**src/rtl/core/assert_macros.svh**
```systemverilog
// Assertion helpers shared by the RTL.
`ifndef ASSERT_MACROS_SVH
`define ASSERT_MACROS_SVH

// Clocked check, masked while reset is asserted.
`define ASSERT_CLK(label, clk, rst_n, prop, msg) \
	label: assert property (@(posedge clk) disable iff (!rst_n) prop) else $error(msg);

// Implication check, masked while reset is asserted.
`define ASSERT_IMP(label, clk, rst_n, ante, cons, msg) \
	label: assert property (@(posedge clk) disable iff (!rst_n) (ante) |-> (cons)) \
		else $error(msg);

`endif

```
**src/rtl/core/ezr_pkg.sv**
```systemverilog
package ezr_pkg;

	localparam int TRIG_ITERATIONS_DEF = 16;
	localparam int TABLE_LEN = 24;

	localparam int AW = 16;  // angle, Q3.13
	localparam int ZW = 28;  // CORDIC datapath, Q.24
	localparam int TW = 22;  // trig values, Q.20
	localparam int PW = 44;  // two-factor product, Q.40
	localparam int VW = 68;  // full element before rounding, Q.60
	localparam int OW = 16;  // output, Q1.14

	localparam logic signed [AW-1:0] ANG_PI      = 16'sd25736;
	localparam logic signed [AW-1:0] ANG_HALF_PI = 16'sd12868;
	localparam logic signed [ZW-1:0] CORDIC_KINV = 28'sd10188014;
	localparam logic signed [VW-1:0] OUT_MAX     = 68'sd16384;

	function automatic logic signed [ZW-1:0] atan_q24(input logic [4:0] idx);
		logic signed [ZW-1:0] r;
		case (idx)
			5'd0:    r = 28'sd13176795;
			5'd1:    r = 28'sd7778716;
			5'd2:    r = 28'sd4110060;
			5'd3:    r = 28'sd2086331;
			5'd4:    r = 28'sd1047214;
			5'd5:    r = 28'sd524117;
			5'd6:    r = 28'sd262123;
			5'd7:    r = 28'sd131069;
			5'd8:    r = 28'sd65536;
			5'd9:    r = 28'sd32768;
			5'd10:   r = 28'sd16384;
			5'd11:   r = 28'sd8192;
			5'd12:   r = 28'sd4096;
			5'd13:   r = 28'sd2048;
			5'd14:   r = 28'sd1024;
			5'd15:   r = 28'sd512;
			5'd16:   r = 28'sd256;
			5'd17:   r = 28'sd128;
			5'd18:   r = 28'sd64;
			5'd19:   r = 28'sd32;
			5'd20:   r = 28'sd16;
			5'd21:   r = 28'sd8;
			5'd22:   r = 28'sd4;
			5'd23:   r = 28'sd2;
			default: r = '0;
		endcase
		return r;
	endfunction

endpackage

```
**src/rtl/core/ezr_cordic.sv**
```systemverilog
module ezr_cordic
	import ezr_pkg::*;
#(
	parameter int N = TRIG_ITERATIONS_DEF
) (
	input  logic                 clk,
	input  logic [N+1:0]         en,
	input  logic signed [AW-1:0] angle,
	output logic signed [TW-1:0] cos_v,
	output logic signed [TW-1:0] sin_v
);

	logic signed [AW-1:0] a_c;
	logic signed [AW-1:0] a_f;
	logic                 neg_f;
	logic signed [ZW-1:0] z0_s;
	logic                 neg0_s;
	logic signed [ZW-1:0] x_s [1:N];
	logic signed [ZW-1:0] y_s [1:N];
	logic signed [ZW-1:0] z_s [1:N];
	logic                 neg_s [1:N];
	logic signed [ZW-1:0] xn;
	logic signed [ZW-1:0] yn;

	// saturate to a half turn, then fold into the right half plane
	always_comb begin
		a_c = angle;
		if (angle > ANG_PI)
			a_c = ANG_PI;
		else if (angle < -ANG_PI)
			a_c = -ANG_PI;
		a_f = a_c;
		neg_f = 1'b0;
		if (a_c > ANG_HALF_PI) begin
			a_f = a_c - ANG_PI;
			neg_f = 1'b1;
		end else if (a_c < -ANG_HALF_PI) begin
			a_f = a_c + ANG_PI;
			neg_f = 1'b1;
		end
	end

	always_ff @(posedge clk) begin
		if (en[0]) begin
			z0_s <= ZW'(a_f) <<< 11;
			neg0_s <= neg_f;
		end
	end

	for (genvar i = 0; i < N; i++) begin : g_iter
		logic signed [ZW-1:0] xi, yi, zi;
		logic ni;
		if (i == 0) begin : g_first
			assign xi = CORDIC_KINV;
			assign yi = '0;
			assign zi = z0_s;
			assign ni = neg0_s;
		end else begin : g_next
			assign xi = x_s[i];
			assign yi = y_s[i];
			assign zi = z_s[i];
			assign ni = neg_s[i];
		end
		always_ff @(posedge clk) begin
			if (en[i+1]) begin
				if (!zi[ZW-1]) begin
					x_s[i+1] <= xi - (yi >>> i);
					y_s[i+1] <= yi + (xi >>> i);
					z_s[i+1] <= zi - atan_q24(5'(i));
				end else begin
					x_s[i+1] <= xi + (yi >>> i);
					y_s[i+1] <= yi - (xi >>> i);
					z_s[i+1] <= zi + atan_q24(5'(i));
				end
				neg_s[i+1] <= ni;
			end
		end
	end

	assign xn = neg_s[N] ? -x_s[N] : x_s[N];
	assign yn = neg_s[N] ? -y_s[N] : y_s[N];

	// round Q.24 to Q.20, half up
	always_ff @(posedge clk) begin
		if (en[N+1]) begin
			cos_v <= TW'((xn + ZW'(8)) >>> 4);
			sin_v <= TW'((yn + ZW'(8)) >>> 4);
		end
	end

endmodule

```
**config.mk**
```make
export PLATFORM = sky130hd
export DESIGN_NAME = ezr_cordic
export DESIGN_NICKNAME = d
export VERILOG_FILES = /design/src/rtl/core/assert_macros.svh /design/src/rtl/core/ezr_pkg.sv /design/src/rtl/core/ezr_cordic.sv
export SDC_FILE = /design/constraint.sdc
export NUM_CORES = 2
export LEC_CHECK = 0
export BUFFER_PORTS_ARGS = -buffer_cell sky130_fd_sc_hd__buf_2
export CAP_MARGIN = 40
export CORE_AREA = 4 4 533 535
export CTS_CLUSTER_SIZE = 28
export DETAILED_ROUTE_END_ITERATION = 7
export DIE_AREA = 0 0 537 539
export GPL_TIMING_DRIVEN = 0
export PLACE_DENSITY = 0.56
export SLEW_MARGIN = 5
export SYNTH_ARGS = -nofsm -noshare
export SYNTH_HDL_FRONTEND = slang
export SYNTH_SLANG_ARGS = --single-unit
```
**constraint.sdc**
```tcl
create_clock -name clk -period 5.9 [get_ports clk]
set_clock_uncertainty 0.2 [all_clocks]
set_input_delay 0.295 -clock clk [delete_from_list [all_inputs] [get_ports clk]]
set_output_delay 0.295 -clock clk [all_outputs]
set_load 0.05 [all_outputs]
```
==> metrics.yaml <==
status:
  outcome: "complete, no violations"
floorplan:
  pin_count: 79
  die_h_um: 539
  die_x_um: 537
  rows: 194
  dieArea_um2: 289400
  start_util: 0.3496
  core-area_um2: 278900
logic_synthesis:
  yosysTopAreaCellShare: 0.3689
  synth_area_um2: 97510
  syn-num-nets: 11120
  netlist-cell-type-count: 107
  avgSynthCellArea_um2: 9.756
  syn_inst: 9995
  synth_common_cells: "edfxtp_1, ha_1, xnor2_1"
  synthFlopType: "edfxtp_1"
  synth-warning-count: 0
  seq_area_frac_synth: 0.3689
  synthArstFlopShare: 0
  yosys.cell_count.top_type: "edfxtp_1"
  synth_area_leader_cell: "edfxtp_1"
  synth-seq-cells: 1198
  synth_edf_count: 1198
  synth_area_leaders: "edfxtp_1, ha_1, xnor2_1"
timing:
  period_needed_ns: 5.526
  post-route-period-util: 0.9366
  max_freq_ghz: 0.1810
  worst_pin_slew_ns: 1.023
  finalSetupViolCount: 0
  relSlewSlack: 0.3179
  finalHoldViolations: 0
  fin_tns_setup_ns: 0
  report.final.slew_viol_count: 0
layout:
  finish.net_count: 11420
  layout-drive-gt1-share: 0.05244
  area_growth_syn_to_layout_pct: 11.63
clocking:
  cts_buffers: 151
  clockBufferDepth: 4
  clk_pin_slew_worst_paths_ns: 0.06
  htree_levels: 4
  numClockSinks: 1198
  insertion_delay_ns: 0.83
  cts_tree: "yes"
  clockRootBuffer: "clkbuf_16"
route:
  wirelength_mm: 257.8
  drt-initial-drc-count: 4810
  num_vias: 75980
  routed_via_density: 5.375
  routedWlPerCell_um: 18.24
  drc: 0
  firstDrtPassIters: 6
  drtAntennaViolNets: 0
worst_setup_path:
  reg2reg_depth: 15
  slowest_delay_ns: 0.53
  crit_type: "flop to flop"
  crit_path_end_kind: "flop"
  r2r_start: "x_s[0][237]"
  crit_cells: 15
  critPathArrivalTime_ns: 5.89
  crit_path_start: "x_s[0][237]"
  critical_path_required_ns: 6.26
  cp-start-kind: "flop"
  cp.buffers_inverters: 0
  path_cells: "or3_1 > or3b_2 > nor3_1 > nand2_1 > o31ai_1 > xor2_1 > ha_1 > nor2b_1 > nor4_1 > a21oi_1 > a22oi_1 > o21ai_0 > or4_1 > a2111o_1 > o211a_1"
  cp_top_family: "simple AND/OR/NAND/NOR gates"
  critical_path.max_fanout: 4
  cpMaxStageDelayCell: "or4_1"
global_routing:
  grt_overflow: 0
  antenna_found_initial: 6
  grt_pass1_wl_mm: 408.3
  grt_pass1_vias: 74570
  grt_usage: 0.1728
  grt_max_degree: 70
hold_path:
  hold_depth: 2
  min-delay-start: "en[16]"
  hold_path_class: "input port to flop"
run:
  maxCapViolations: 0
place:
  io_buffers: 74
  place_congestion: 0.9119
  hpwl_mm: 207.2
==> per-layer routing <==
metal,vias to the layer above,part of all wire,track usage
met5,-,0,0
met4,0,0.031,0.05399
met3,376,0.041,0.01992
met2,1561,0.49,0.3083
met1,36270,0.43,0.2167
li1,37780,-,-
==> final timing paths <==
| kind | endpoint | slack [ns] |
|---|---|---|
| worst max register to register | y_s[0][279] | 0.37 |
| worst max-delay path | y_s[0][279] | 0.37 |
| worst min register to register | z_s[0][293] | 0.19 |
| worst min-delay path | neg_s[0][16] | 0.12 |
==> what timing repair did <==
item | CTS | global route
gates resized for setup | 6 | 25
hold endpoints to repair | 304 | 0
hold buffers | 38 | 0
buffers inserted | 0 | 2
setup endpoints to repair | 18 | 26
gates cloned | 0 | 0
pin swaps | 0 | 0
==> placed cells by master (no fill, tap or decap), types with 25 or more instances in the layout <==
| master | instances |
|---|---|
| a211oi_1 | 102 |
| a21boi_0 | 32 |
| a21o_1 | 399 |
| a21oi_1 | 954 |
| a31o_2 | 29 |
| a31oi_1 | 91 |
| and2_1 | 63 |
| and3_1 | 98 |
| buf_1 | 31 |
| buf_2 | 81 |
| bufinv_16 | 25 |
| clkbuf_1 | 127 |
| clkbuf_16 | 157 |
| dlygate4sd3_1 | 38 |
| edfxtp_1 | 1198 |
| fa_1 | 43 |
| ha_1 | 1049 |
| inv_1 | 447 |
| mux2_2 | 43 |
| mux2i_1 | 65 |
| nand2_1 | 568 |
| nand2b_1 | 138 |
| nand3_1 | 176 |
| nand4_1 | 52 |
| nor2_1 | 782 |
| nor2b_1 | 132 |
| nor3_1 | 297 |
| nor4_1 | 67 |
| o211ai_1 | 46 |
| o21a_1 | 166 |
| o21ai_0 | 471 |
| o21bai_1 | 134 |
| o31ai_1 | 99 |
| o41ai_1 | 46 |
| or2_2 | 36 |
| or3_1 | 88 |
| or4_1 | 34 |
| xnor2_1 | 995 |
| xor2_1 | 442 |
==> flip-flops by register name (all words and copies together) (netlist names) <==
name / flops
cos_v: 22
z_s: 308
g_iter.zi: 16
sin_v: 22
y_s: 415
g_iter.ni: 1
neg_s: 16
x_s: 398
==> cell type report <==
cell class | instances | area, um2
multi-input cells | 8164 | 59190
plain buffers | 177 | 767.0
inverters | 453 | 1712
diodes | 1 | 2.502
clock inverters | 99 | 1220
repair buffers | 150 | 1349
well taps | 3724 | 4659
flip-flops and latches | 1198 | 35970
fillers | 27170 | 170000
clock buffers | 170 | 3978
==> cells by family after synthesis <==
group | count (synthesis) | share of synthesized area
and+or+nand+nor | 2631 | 0.1307
xor gates and xnor gates | 1437 | 0.1291
AOI/OAI and AO/OA | 2892 | 0.1910
buffers and inverters | 633 | 0.02449
DFF | 1198 | 0.3689
adders and majority gates | 1094 | 0.1436
muxes | 110 | 0.01210
==> per-stage QoR <==
step / cell area, um2 / std cells / hold slack, ns / utilization / worst slack (ns)
6_report: 108900 / 14140 / 0.1218 / 0.3903 / 0.3739
5_1_grt: 108900 / 14140 / 0.09689 / 0.3903 / -0.06601
4_1_cts: 108800 / 14140 / 0.04019 / 0.3900 / 0.03492
3_5_place_dp: 103200 / 13830 / 0.2045 / 0.3700 / -0.7913
3_3_place_gp: 102500 / 13790 / 0.2011 / 0.3677 / -1.358
2_1_floorplan: 97510 / 9995 / 0.2003 / - / 1.182
Power is not shown: default switching activity piles up to over one toggle a cycle in this logic, so the estimate is an artifact.
